===== src/hdl/tsca_pkg.sv =====
// shared types and constants for the texture slot cache
`default_nettype none
package tsca_pkg;

  localparam logic [2:0] ST_SAME     = 3'd0;
  localparam logic [2:0] ST_HIT      = 3'd1;
  localparam logic [2:0] ST_FRESH    = 3'd2;
  localparam logic [2:0] ST_RECYCLED = 3'd3;
  localparam logic [2:0] ST_FULL     = 3'd4;
  localparam logic [2:0] ST_OFF      = 3'd5;
  localparam logic [2:0] ST_MAINT    = 3'd6;

  localparam logic [1:0] OP_ACCESS = 2'd0;
  localparam logic [1:0] OP_AGE    = 2'd1;
  localparam logic [1:0] OP_SWEEP  = 2'd2;
  localparam logic [1:0] OP_FLUSH  = 2'd3;

  localparam logic REG_TEX_ON    = 1'b0;
  localparam logic REG_THRESHOLD = 1'b1;

  localparam logic [7:0] THRESHOLD_RESET = 8'd200;
  localparam logic [7:0] IDLE_MAX        = 8'd255;
  localparam logic [6:0] FREED_MAX       = 7'd127;

  // controller to datapath
  typedef struct packed {
    logic start;     // load request, clear scan pointer
    logic scan;      // walk one slot
    logic finish;    // apply result of the walk
  } dp_cmd_t;

  // datapath to controller
  typedef struct packed {
    logic last;      // scan pointer at final slot
    logic quick;     // access resolved without a walk
    logic hit;       // hit found during access walk
  } dp_stat_t;

endpackage
`default_nettype wire


===== src/hdl/tsca_ctrl.sv =====
// controller state machine for the texture slot cache
`default_nettype none
module tsca_ctrl
  import tsca_pkg::*;
(
  input  wire logic     clk,
  input  wire logic     rst,
  input  wire logic     in_valid,
  output logic          in_ready,
  output logic          out_valid,
  input  wire logic     out_ready,
  output dp_cmd_t       cmd,
  input  dp_stat_t      stat
);

  typedef enum logic [5:0] {
    S_IDLE   = 6'b000001,
    S_DECIDE = 6'b000010,
    S_SCAN   = 6'b000100,
    S_DRAIN  = 6'b001000,
    S_FINISH = 6'b010000,
    S_OUT    = 6'b100000
  } state_t;

  state_t state, state_next;

  always_comb begin
    state_next = state;
    cmd = '0;
    in_ready = 1'b0;
    out_valid = 1'b0;
    case (state)
      S_IDLE: begin
        in_ready = 1'b1;
        if (in_valid) begin
          cmd.start = 1'b1;
          state_next = S_DECIDE;
        end
      end
      S_DECIDE: begin
        if (stat.quick) begin
          cmd.finish = 1'b1;
          state_next = S_OUT;
        end else begin
          state_next = S_SCAN;
        end
      end
      S_SCAN: begin
        // table reads are registered, so a hit stops the walk late
        if (stat.hit) begin
          state_next = S_FINISH;
        end else begin
          cmd.scan = 1'b1;
          if (stat.last) state_next = S_DRAIN;
        end
      end
      S_DRAIN: begin
        state_next = S_FINISH;
      end
      S_FINISH: begin
        cmd.finish = 1'b1;
        state_next = S_OUT;
      end
      S_OUT: begin
        out_valid = 1'b1;
        if (out_ready) state_next = S_IDLE;
      end
      default: state_next = S_IDLE;
    endcase
  end

  always_ff @(posedge clk) begin
    if (rst) state <= S_IDLE;
    else state <= state_next;
  end

endmodule
`default_nettype wire


===== src/hdl/tsca_datapath.sv =====
// slot tables, free stack and counters of the texture slot cache
`default_nettype none
module tsca_datapath
  import tsca_pkg::*;
#(
  parameter int ENTRIES = 64
) (
  input  wire logic        clk,
  input  wire logic        rst,
  input  wire logic [1:0]  op,
  input  wire logic [31:0] tex_id,
  input  wire logic        cfg_valid,
  input  wire logic        cfg_index,
  input  wire logic [7:0]  cfg_data,
  input  dp_cmd_t          cmd,
  output dp_stat_t         stat,
  output logic [2:0]       status,
  output logic [5:0]       handle,
  output logic             tex_enable,
  output logic [6:0]       freed_count,
  output logic [31:0]      new_count
);

  localparam int AW = $clog2(ENTRIES);
  localparam int CW = $clog2(ENTRIES + 1);

  logic [ENTRIES-1:0] slot_valid;
  logic [31:0] slot_key [ENTRIES];
  logic [5:0]  slot_handle [ENTRIES];
  logic [7:0]  slot_idle [ENTRIES];
  logic [5:0]  free_stack [ENTRIES];
  logic [CW-1:0] free_depth, next_fresh;
  logic [31:0] current_id, miss_loads, id_r;
  logic enable_flag, tex_on;
  logic [7:0] threshold;
  logic [1:0] op_r;
  logic [AW-1:0] ptr, pidx, empty_idx, top_idx;
  logic proc;
  logic empty_found;
  logic [6:0] freed;
  logic hit_r;
  logic [5:0] hit_handle;
  logic quick;

  // registered table reads, slot pidx is processed the cycle after its read
  logic [31:0] rd_key;
  logic [5:0]  rd_handle, stack_top;
  logic [7:0]  rd_idle;

  logic pvalid, pmatch, evict, recycle, can_load, load_now;
  logic idle_we;
  logic [AW-1:0] idle_wa;
  logic [7:0] idle_wd;
  logic [5:0] load_handle;

  assign pvalid  = slot_valid[pidx];
  assign pmatch  = pvalid && (rd_key == id_r);
  assign top_idx = free_depth[AW-1:0] - AW'(1);

  assign quick = (op_r == OP_ACCESS) &&
                 (!tex_on || id_r == 32'd0 || id_r == current_id);
  assign stat.quick = quick;
  assign stat.last  = (ptr == AW'(ENTRIES - 1));
  assign stat.hit   = proc && op_r == OP_ACCESS && pmatch;

  assign evict = proc && pvalid && (op_r == OP_FLUSH ||
                 (op_r == OP_SWEEP && rd_idle > threshold));

  assign recycle     = free_depth != '0;
  assign can_load    = empty_found && (recycle || next_fresh < CW'(ENTRIES));
  assign load_now    = cmd.finish && op_r == OP_ACCESS && !quick && !hit_r && can_load;
  assign load_handle = recycle ? stack_top : 6'(next_fresh);

  always_ff @(posedge clk) begin
    if (rst) begin
      tex_on <= 1'b1;
      threshold <= THRESHOLD_RESET;
    end else if (cfg_valid) begin
      if (cfg_index == REG_TEX_ON) tex_on <= cfg_data[0];
      else threshold <= cfg_data;
    end
  end

  always_ff @(posedge clk) begin
    if (cmd.start) begin
      op_r <= op;
      id_r <= tex_id;
    end
    pidx <= ptr;
  end

  // key and handle tables
  always_ff @(posedge clk) begin
    if (load_now) begin
      slot_key[empty_idx] <= id_r;
      slot_handle[empty_idx] <= load_handle;
    end
    rd_key <= slot_key[ptr];
    rd_handle <= slot_handle[ptr];
  end

  always_comb begin
    idle_we = 1'b0;
    idle_wa = pidx;
    idle_wd = '0;
    if (proc && op_r == OP_AGE && pvalid && rd_idle != IDLE_MAX) begin
      idle_we = 1'b1;
      idle_wd = rd_idle + 8'd1;
    end else if (stat.hit) begin
      idle_we = 1'b1;
    end else if (load_now) begin
      idle_we = 1'b1;
      idle_wa = empty_idx;
    end
  end

  always_ff @(posedge clk) begin
    if (idle_we) slot_idle[idle_wa] <= idle_wd;
    rd_idle <= slot_idle[ptr];
  end

  // free handle stack, top read ahead for a recycled load
  always_ff @(posedge clk) begin
    if (evict && free_depth < CW'(ENTRIES))
      free_stack[free_depth[AW-1:0]] <= rd_handle;
    stack_top <= free_stack[top_idx];
  end

  always_ff @(posedge clk) begin
    if (rst) begin
      slot_valid <= '0;
      free_depth <= '0;
      next_fresh <= '0;
      current_id <= '0;
      enable_flag <= 1'b0;
      miss_loads <= '0;
      ptr <= '0;
      proc <= 1'b0;
      empty_found <= 1'b0;
      hit_r <= 1'b0;
      freed <= '0;
    end else begin
      proc <= cmd.scan;
      if (cmd.start) begin
        ptr <= '0;
        empty_found <= 1'b0;
        hit_r <= 1'b0;
        freed <= '0;
      end
      if (cmd.scan && !stat.last) ptr <= ptr + AW'(1);
      if (proc && op_r == OP_ACCESS) begin
        if (pmatch) begin
          hit_r <= 1'b1;
          hit_handle <= rd_handle;
        end
        if (!pvalid && !empty_found) begin
          empty_found <= 1'b1;
          empty_idx <= pidx;
        end
      end
      if (evict) begin
        slot_valid[pidx] <= 1'b0;
        if (free_depth < CW'(ENTRIES)) free_depth <= free_depth + CW'(1);
        if (freed != FREED_MAX) freed <= freed + 7'd1;
      end
      if (cmd.finish) begin
        if (op_r != OP_ACCESS) begin
          status <= ST_MAINT;
          handle <= '0;
        end else if (!tex_on || id_r == 32'd0) begin
          enable_flag <= 1'b0;
          status <= ST_OFF;
          handle <= '0;
        end else if (id_r == current_id) begin
          enable_flag <= 1'b1;
          status <= ST_SAME;
          handle <= '0;
        end else if (hit_r) begin
          enable_flag <= 1'b1;
          current_id <= id_r;
          status <= ST_HIT;
          handle <= hit_handle;
        end else if (can_load) begin
          slot_valid[empty_idx] <= 1'b1;
          miss_loads <= miss_loads + 32'd1;
          current_id <= id_r;
          enable_flag <= 1'b1;
          handle <= load_handle;
          if (recycle) begin
            free_depth <= free_depth - CW'(1);
            status <= ST_RECYCLED;
          end else begin
            next_fresh <= next_fresh + CW'(1);
            status <= ST_FRESH;
          end
        end else begin
          status <= ST_FULL;
          handle <= '0;
        end
      end
    end
  end

  assign tex_enable  = enable_flag;
  assign freed_count = (op_r == OP_ACCESS) ? 7'd0 : freed;
  assign new_count   = miss_loads;

endmodule
`default_nettype wire


===== src/hdl/texture_slot_cache_aging.sv =====
// texture slot cache top level: id to handle table with aging and free stack
// an access with texturing off, id zero or same id is resolved without walking the table
// other accesses walk the table until a hit or its last slot; age, sweep and flush walk every slot
// one request in flight; the next is accepted the cycle after the result is taken
// synchronous reset clears valid bits, counters and state; tables need no clearing
`default_nettype none
module texture_slot_cache_aging
  import tsca_pkg::*;
#(
  parameter int ENTRIES = 64
) (
  input  wire logic        clk,
  input  wire logic        rst,
  input  wire logic        in_valid,
  output logic             in_ready,
  input  wire logic [1:0]  op,
  input  wire logic [31:0] tex_id,
  output logic             out_valid,
  input  wire logic        out_ready,
  output logic [2:0]       status,
  output logic [5:0]       handle,
  output logic             tex_enable,
  output logic [6:0]       freed_count,
  output logic [31:0]      new_count,
  input  wire logic        cfg_valid,
  output logic             cfg_ready,
  input  wire logic        cfg_index,
  input  wire logic [7:0]  cfg_data
);

  dp_cmd_t  cmd;
  dp_stat_t stat;

  assign cfg_ready = 1'b1;

  tsca_ctrl u_ctrl (
    .clk, .rst, .in_valid, .in_ready, .out_valid, .out_ready, .cmd, .stat
  );

  tsca_datapath #(.ENTRIES(ENTRIES)) u_dp (
    .clk, .rst, .op, .tex_id, .cfg_valid, .cfg_index, .cfg_data, .cmd, .stat,
    .status, .handle, .tex_enable, .freed_count, .new_count
  );

endmodule
`default_nettype wire

===== config.mk =====
export PLATFORM = sky130hd
export DESIGN_NAME = texture_slot_cache_aging
export DESIGN_NICKNAME = d
export VERILOG_FILES = /design/src/hdl/tsca_pkg.sv /design/src/hdl/tsca_ctrl.sv /design/src/hdl/tsca_datapath.sv /design/src/hdl/texture_slot_cache_aging.sv
export SDC_FILE = /design/constraint.sdc
export NUM_CORES = 2
export LEC_CHECK = 0
export ABC_AREA = 1
export BUFFER_PORTS_ARGS = -buffer_cell sky130_fd_sc_hd__buf_2
export CAP_MARGIN = 20
export CORE_UTILIZATION = 35
export CTS_BUF_LIST = sky130_fd_sc_hd__clkbuf_16
export CTS_CLUSTER_DIAMETER = 50
export DETAILED_ROUTE_END_ITERATION = 7
export PLACE_DENSITY = 0.61
export SLEW_MARGIN = 25
export SYNTH_ARGS = -nofsm -noshare
export SYNTH_HDL_FRONTEND = slang
export SYNTH_SLANG_ARGS = --single-unit

===== constraint.sdc =====
create_clock -name clk -period 11.69 [get_ports clk]
set_input_delay 1.7535 -clock clk [delete_from_list [all_inputs] [get_ports clk]]
set_output_delay 1.7535 -clock clk [all_outputs]
set_load 0.005 [all_outputs]

; Word level (Yosys, flattened, before mapping)
; Memories as Yosys holds them, arrays and structs flattened. A register that Yosys moved wholly into a read port is not among the register bits.
; Cells that the tools add are included.
; Widths: inputs -> output; s select.
[word_totals]
reg_bits = 235
input_bits = 48
elab_cells = 192
mem_bits_rw = 3328
memories = 4
[classes]
n_mux = 75
n_eq_ne = 17
n_reduce_logical = 49
bitwise_logic = 10
n_lt_le_gt_ge = 7
n_addsub = 8
[memory_table]
columns = name, words, width, rd, rd_ports_with_merged_regs, write_ports, line_no
row1 = u_dp.slot_key, 64, 32, 1, 1, 1, tsca_datapath.sv:28  ; logic [31:0] slot_key [ENTRIES];
row2 = u_dp.slot_idle, 64, 8, 1, 1, 1, tsca_datapath.sv:30  ; logic [7:0] slot_idle [ENTRIES];
row3 = u_dp.free_stack, 64, 6, 1, 1, 1, tsca_datapath.sv:31  ; logic [5:0] free_stack [ENTRIES];
row4 = u_dp.slot_handle, 64, 6, 1, 1, 1, tsca_datapath.sv:29  ; logic [5:0] slot_handle [ENTRIES];
[op_table]
columns = operator, count
row1 = $mux 64, 8
row2 = $mux 7, 13
row3 = $mux 6, 13
row4 = $and 64x64->64, 1
row5 = $eq 32x32->1, 2
row6 = $mux 32, 2
row7 = $not 64->64, 1
row8 = $or 64x64->64, 1
row9 = $pmux 6 s6, 1
row10 = $add 32x1->32 const B, 1
row11 = $logic_not 32->1, 1
row12 = $mux 1, 29
row13 = $add 7x1->7 const B, 3
row14 = $logic_and 1x1->1, 20
row15 = $lt 6x7->1 const B, 2
row16 = $lt 7x7->1 const B, 2
row17 = $demux 1 s6, 2
row18 = $eq 6x6->1 const B, 2
row19 = $ge 6x1->1 const B, 2
row20 = $reduce_and 3->1, 4
row21 = $mux 3, 3
row22 = $add 8x1->8 const B, 1
row23 = $gt 8x8->1, 1
row24 = $mux 8, 1
row25 = 30 further kinds, 50

; Longest topological paths before layout
[depth]
depth_word = 15
mapped_depth = 19
depth_no_buf = 17

; By module
; A second synthesis with hierarchy kept.
[unflattened]
cells_unflattened = 11346
hier_area_um2 = 143839.2
[modules_own_cells]
columns = mod, instances, area_each_um2, cells_each
row1 = tsca_datapath, 1, 143416.3, 11287
row2 = tsca_ctrl, 1, 411.6, 57
row3 = texture_slot_cache_aging, 1, 11.3, 2

; Worst setup path before layout
; OpenSTA, ideal clock, no wires.
[synth_timing]
kind = register to register
startpoint = register u_dp.pidx[5]
endpoint = memory u_dp.slot_idle[0][3], data pin
t_required_ps = 10979
stages_incl_launch_ff = 11
path_buffers = 2
period_less_slack_ps = 4871
t_arrival_ps = 4160
path_slack_ps = 6819
cell_sequence = dfxtp_1 buf_4 inv_2 nor3_2 o21ai_1 nand2_1 nor2_2 nand2_4 nand3_4 buf_2 nor3b_1
[synth_via]
elab_chain_len = 5
[synth_rtl]
columns = item, line_no
row1 = from (decl), tsca_datapath.sv:37  ; logic [AW-1:0] ptr, pidx, empty_idx, top_idx;
row2 = from (signal assigned), tsca_datapath.sv:89  ; pidx <= ptr;
row3 = $bmux 1 s6, tsca_datapath.sv:56  ; assign pvalid = slot_valid[pidx];
row4 = $mux 1 (not written as such), tsca_datapath.sv:56
row5 = $logic_and 1x1->1 (2 in a row), tsca_datapath.sv:106  ; if (proc && op_r == OP_AGE && pvalid && rd_idle != IDLE_MAX) begin
row6 = $mux 8, tsca_datapath.sv:106
row7 = named net u_dp.idle_wd[3], tsca_datapath.sv:53  ; logic [7:0] idle_wd;
row8 = to (decl), tsca_datapath.sv:30
; The timed path passes the listed nets, and every way through them passes these cells. The select of a mux whose other input is x is not followed.

; Worst setup path after layout
[layout_timing]
startpoint = register u_dp.free_depth[0]
endpoint = memory u_dp.slot_key[5][17] (enable)
[layout_via]
elab_chain_len = 6
[layout_rtl]
columns = item, line_no
row1 = from (decl), tsca_datapath.sv:32  ; logic [CW-1:0] free_depth, next_fresh;
row2 = from (signal assigned), tsca_datapath.sv:163  ; if (free_depth < CW'(ENTRIES)) free_depth <= free_depth + CW'(1);
row3 = from (signal assigned), tsca_datapath.sv:190  ; free_depth <= free_depth - CW'(1);
row4 = $reduce_bool 7->1, tsca_datapath.sv:69  ; assign recycle = free_depth != '0;
row5 = $logic_or 1x1->1, tsca_datapath.sv:70  ; assign can_load = empty_found && (recycle || next_fresh < CW'(ENTRIES));
row6 = $logic_and 1x1->1, tsca_datapath.sv:70
row7 = $logic_and 1x1->1, tsca_datapath.sv:71  ; assign load_now = cmd.finish && op_r == OP_ACCESS && !quick && !hit_r && can_load;
row8 = $mux 1, tsca_datapath.sv:94  ; if (load_now) begin
row9 = $mux 1 (not written as such), tsca_datapath.sv:95  ; slot_key[empty_idx] <= id_r;
row10 = to (decl), tsca_datapath.sv:28
; No other way between the ends.

==> results.md <==
Run status:
- The flow ran to the end, and the final reports show no timing, DRC or antenna violations.

Logic synthesis:
- The number of synthesized register bits is 3615.
- Averaged over all synthesized cells, the footprint is 12.77 µm².
- The number of distinct library cell variants in the gate-level netlist after synthesis is 55.
- The cell with the most instances after synthesis is sky130_fd_sc_hd__edfxtp_1.
- Summing the sequential cell areas from Yosys gives 74.12% of the chip area.
- The cell type with the highest aggregate area in the netlist is sky130_fd_sc_hd__edfxtp_1.
- The count of flip-flops with a built-in enable after synthesis is 3383.
- Sorting the synthesized cells by how often they occur yields sky130_fd_sc_hd__edfxtp_1, sky130_fd_sc_hd__nor2_1, sky130_fd_sc_hd__o21ai_0.
- Synthesis handed over a netlist of 11220 instances.
- The top cell type by area accounts for 70.88% of the synthesized area.
- During synthesis, Yosys emitted a total of 0 warnings.
- Among all flip-flop cells after synthesis, the most frequent one is sky130_fd_sc_hd__edfxtp_1.
- The synthesized netlist occupies a cell area of 143300 µm².
- The number of nets handed over by synthesis was 11290.
- Counting flops with an async set or reset pin after synthesis yields a share of 0%.
- Ranked by total cell area, the synthesized netlist is headed by sky130_fd_sc_hd__edfxtp_1, sky130_fd_sc_hd__o21ai_0, sky130_fd_sc_hd__nor2_1.

Global routing:
- The first global-routing pass estimated 623700 µm of wire.
- The total overflow left after global routing is 0.
- The total track usage is 20.21%.
- Entering global routing, the biggest net connects 228 pins.
- The number of antenna violations at the first check in global routing came to 11.
- The number of global-route vias before repair was 89570.

Layout:
- The number of fill cells is 37640.
- The final standard cell area without fillers is 162300 µm².
- In the final layout, the multi-input gates occupy 33790 µm².
- Summing all flip-flop and latch instances after layout gives 106300 µm².
- The share of cells above drive strength 1 is 9.186%.
- The final-stage net count is 11210.
- The area overhead of the layout relative to synthesis is 13.23%.

Timing:
- Setup repair after global routing left no endpoint under its margin.
- The total count of max-transition violations in the final report is 0.
- Setup violations remaining at the end of the flow were counted as 0.
- The relative max-transition margin is 14.58%.
- The number of endpoints with negative hold slack in the final report is 0.
- At the pin with the least slew margin, the transition time is 1.261 ns.
- Subtracting the final worst setup slack from the clock period gives 6.142 ns.
- Clock skew on the completed layout was measured at 0.08652 ns.
- The fraction of the cycle the final worst path needs is 52.54%.
- The final-layout setup total negative slack is 0 ns.
- The fmax is 162.8 MHz.

CTS:
- The buffer cell driving the clock tree root is sky130_fd_sc_hd__clkbuf_16.
- The latest clock arrival within the worst-skew pair is 0.94 ns.
- The number of setup buffers added after CTS is 0.
- The number of buffers added by the clock tree synthesis step is 377.
- The H-tree level count is 5.
- In this run, post-CTS repair resized a total of 0 instances.
- The clock input transition at the sequential cells of the worst setup and hold paths is 0.06 ns.
- The clock drives 3615 sinks.
- The quantity of hold-fixing buffers added after cts is 0.
- The clock tree buffer depth is 4.
- The CTS tree is built.

Die:
- The floorplan die width is 641.9 µm.
- The number of primary I/O pins is 100.
- The area enclosed by the die boundary is 412000 µm².
- In this run the vertical extent of the chip is 641.9 µm.
- After floorplanning, the core was sized to cover 407000 µm².
- The placement row count is 234.
- The initial utilization of the core area, before any placement, comes to 35.22%.

Worst setup path:
- STA classifies the critical path startpoint as a flip-flop.
- The arrival time at the worst endpoint is 6.67 ns.
- STA classifies the critical path endpoint as a flip-flop.
- Data on the critical path is required at its endpoint by 12.22 ns.
- In this design, the stage delay of the slowest critical-path cell is 0.81 ns.
- The setup path with the least slack is of type reg -> reg.
- Traced cell by cell, the critical path runs through inv_4 > ha_4 > nand2_1 > nor2_2 > nand3_1 > o21ai_1 > nor2_1 > inv_1 > nor2_1 > nand2_1 > nor2_1 > nand2_1 > nor2_4 > buf_4.
- Among all stages on the critical path, the largest delay is contributed by sky130_fd_sc_hd__dfxtp_4.
- In this run the worst path has a maximum fanout of 68.

Detailed routing:
- In the routed design, unresolved DRC markers number 0.
- The per-cell routed wire length is 25.69 µm.
- The violation count after the first detailed-routing iteration is 12740.
- Dividing the detail-routed via count by the number of cells gives 5.625.
- The number of detailed-routing iterations run before antenna repair is 6.
- The count of antenna-violating nets left after detailed routing is 0.
- The via count is 94960.
- After detailed routing, the total wire length is 433600 µm.

Power and ir drop:
- The switching power is 5429 µW.
- Across the VDD grid, the largest voltage drop is 112.2 µV.
- Per report_power, the sequential group accounts for 53.8% of the total.
- Combinational logic is responsible for 1.5% of the overall power.
- In this run the static leakage power is 0.05050 µW.
- Internal power comes to 20900 µW.
- The clock network accounts for 44.7% of the total power.
- The share of total power consumed by net switching is 20.62%.
- Power spread over the standard cell area amounts to 162.2 nW/µm².

Place:
- The final weighted congestion in routability-driven placement is 0.8869.
- After detailed placement, the total cell area comes to 150200 µm².
- The placed wire-length estimate is 227400 µm.
- Port buffering added 98 buffers.

Hold path:
- The worst hold path belongs to the class reg -> reg.

Job:
- Across the run, the number of max-cap violations was 0.
[power by group through the flow]
| stage | sequential [µW] | clock, µW | combinational, µW |
|---|---|---|---|
| global placement | 14400 | 0 | 383 |
| detailed placement | 14400 | 0 | 396 |
| global route | 14200 | 12400 | 421 |
| CTS | 14200 | 11900 | 397 |
| finish | 14200 | 11800 | 406 |
| floorplan | 14500 | 0 | 102 |
[worst max-delay path, delay by kind of cell (launching register included)]
family / cells / cell delay [ns]
compound gates: 1 / 0.14
fa+ha+maj: 1 / 0.32
buf+inv: 3 / 1.09
flops: 1 / 0.81
simple gates: 9 / 3.36
[metrics by stage]
stage	instances	total power, µW	utilization [%]	setup WS, ns	hold slack, ns
after floorplan	11220	14610	-	6.820	0.3290
after global placement	16190	14820	36.89	5.421	0.4575
after detailed placement	16200	14830	36.91	5.751	0.4658
after CTS	16880	26430	39.87	5.760	0.4741
after global routing	16880	26920	39.88	5.271	0.4893
final	16880	26330	39.88	5.548	0.4695
[cells by family after synthesis]
group	after synthesis	synth area share, %
AOI/OAI and AO/OA	3180	13.12
buffers and inverters	1023	2.748
other	1	0.002617
and+or+nand+nor	3272	9.117
xor gates and xnor gates	72	0.4400
adders and majority gates	15	0.1310
DFF	3615	74.12
muxes	46	0.3213
[path summary, 6_finish.rpt]
| check | start | to | slack (ns) | cells past startpoint |
|---|---|---|---|---|
| max | u_dp.free_depth[0] | u_dp.slot_key[5][17] | 5.55 | 14 |
| min | u_dp.freed[0] | u_dp.freed[0] | 0.47 | 1 |
| max reg2reg | u_dp.free_depth[0] | u_dp.slot_key[5][17] | 5.55 | 14 |
| min reg2reg | u_dp.freed[0] | u_dp.freed[0] | 0.47 | 1 |
[layer usage]
metal	share of wire (%)	track usage, %	wire length [µm]	vias up
met1	41	28.24	177000	47280
met5	0	0	0	-
met3	9.7	3.346	41920	903
met4	4.9	9.225	21410	0
li1	-	-	-	41770
met2	45	30.92	193300	5016
[flip-flops by register name, summed over array words and instances (netlist names), 7 cells and up]
register and flops:
u_dp.slot_idle 512, u_dp.freed 7, u_dp.rd_key 32, u_dp.rd_idle 8, u_dp.slot_handle 384, u_dp.free_depth 7
u_dp.id_r 32, u_dp.free_stack 384, u_dp.current_id 32, u_dp.threshold 8, u_dp.next_fresh 7, u_dp.slot_key 2048
u_dp.new_count 32, u_dp.slot_valid 64
[final cells by class]
class                      instances  share of cell area [%]
sequential                      3615                   65.48
multi-input combinational       6586                   20.82
clock buffer                     385                   5.937
tap                             5428                   4.185
timing repair buffer             324                   1.511
clock inverter                   300                   1.487
inverter                         242                  0.5798
antenna                            1                0.001542
[layout by cell type (no fill, tap or decap), types with 7 or more instances in the layout]
cell and count:
sky130_fd_sc_hd__nand3_2 8, sky130_fd_sc_hd__nand4_2 8, sky130_fd_sc_hd__nand3_1 227, sky130_fd_sc_hd__buf_2 97
sky130_fd_sc_hd__nor2_2 9, sky130_fd_sc_hd__ha_1 14, sky130_fd_sc_hd__clkbuf_16 385, sky130_fd_sc_hd__inv_6 21
sky130_fd_sc_hd__xnor2_1 41, sky130_fd_sc_hd__buf_4 205, sky130_fd_sc_hd__edfxtp_1 3383, sky130_fd_sc_hd__inv_2 15
sky130_fd_sc_hd__mux2i_1 46, sky130_fd_sc_hd__o311ai_0 7, sky130_fd_sc_hd__bufinv_16 32, sky130_fd_sc_hd__buf_12 16
sky130_fd_sc_hd__o21ai_0 1869, sky130_fd_sc_hd__o22ai_1 574, sky130_fd_sc_hd__clkinv_4 10, sky130_fd_sc_hd__nand4_1 27
sky130_fd_sc_hd__clkinvlp_4 27, sky130_fd_sc_hd__o21ai_1 12, sky130_fd_sc_hd__inv_1 282, sky130_fd_sc_hd__o32ai_1 54
sky130_fd_sc_hd__nor3_2 12, sky130_fd_sc_hd__o21ai_2 7, sky130_fd_sc_hd__nor3_1 39, sky130_fd_sc_hd__o211ai_1 231
sky130_fd_sc_hd__nor2_4 71, sky130_fd_sc_hd__dfxtp_1 220, sky130_fd_sc_hd__nor4_1 14, sky130_fd_sc_hd__a21oi_1 66
sky130_fd_sc_hd__clkinv_1 86, sky130_fd_sc_hd__nand2_1 645, sky130_fd_sc_hd__or2_2 24, sky130_fd_sc_hd__nor2_1 2164
sky130_fd_sc_hd__xor2_1 30, sky130_fd_sc_hd__o21a_1 8, sky130_fd_sc_hd__o221ai_1 336, sky130_fd_sc_hd__clkinv_2 54
Power figures use the tool's default switching activity.
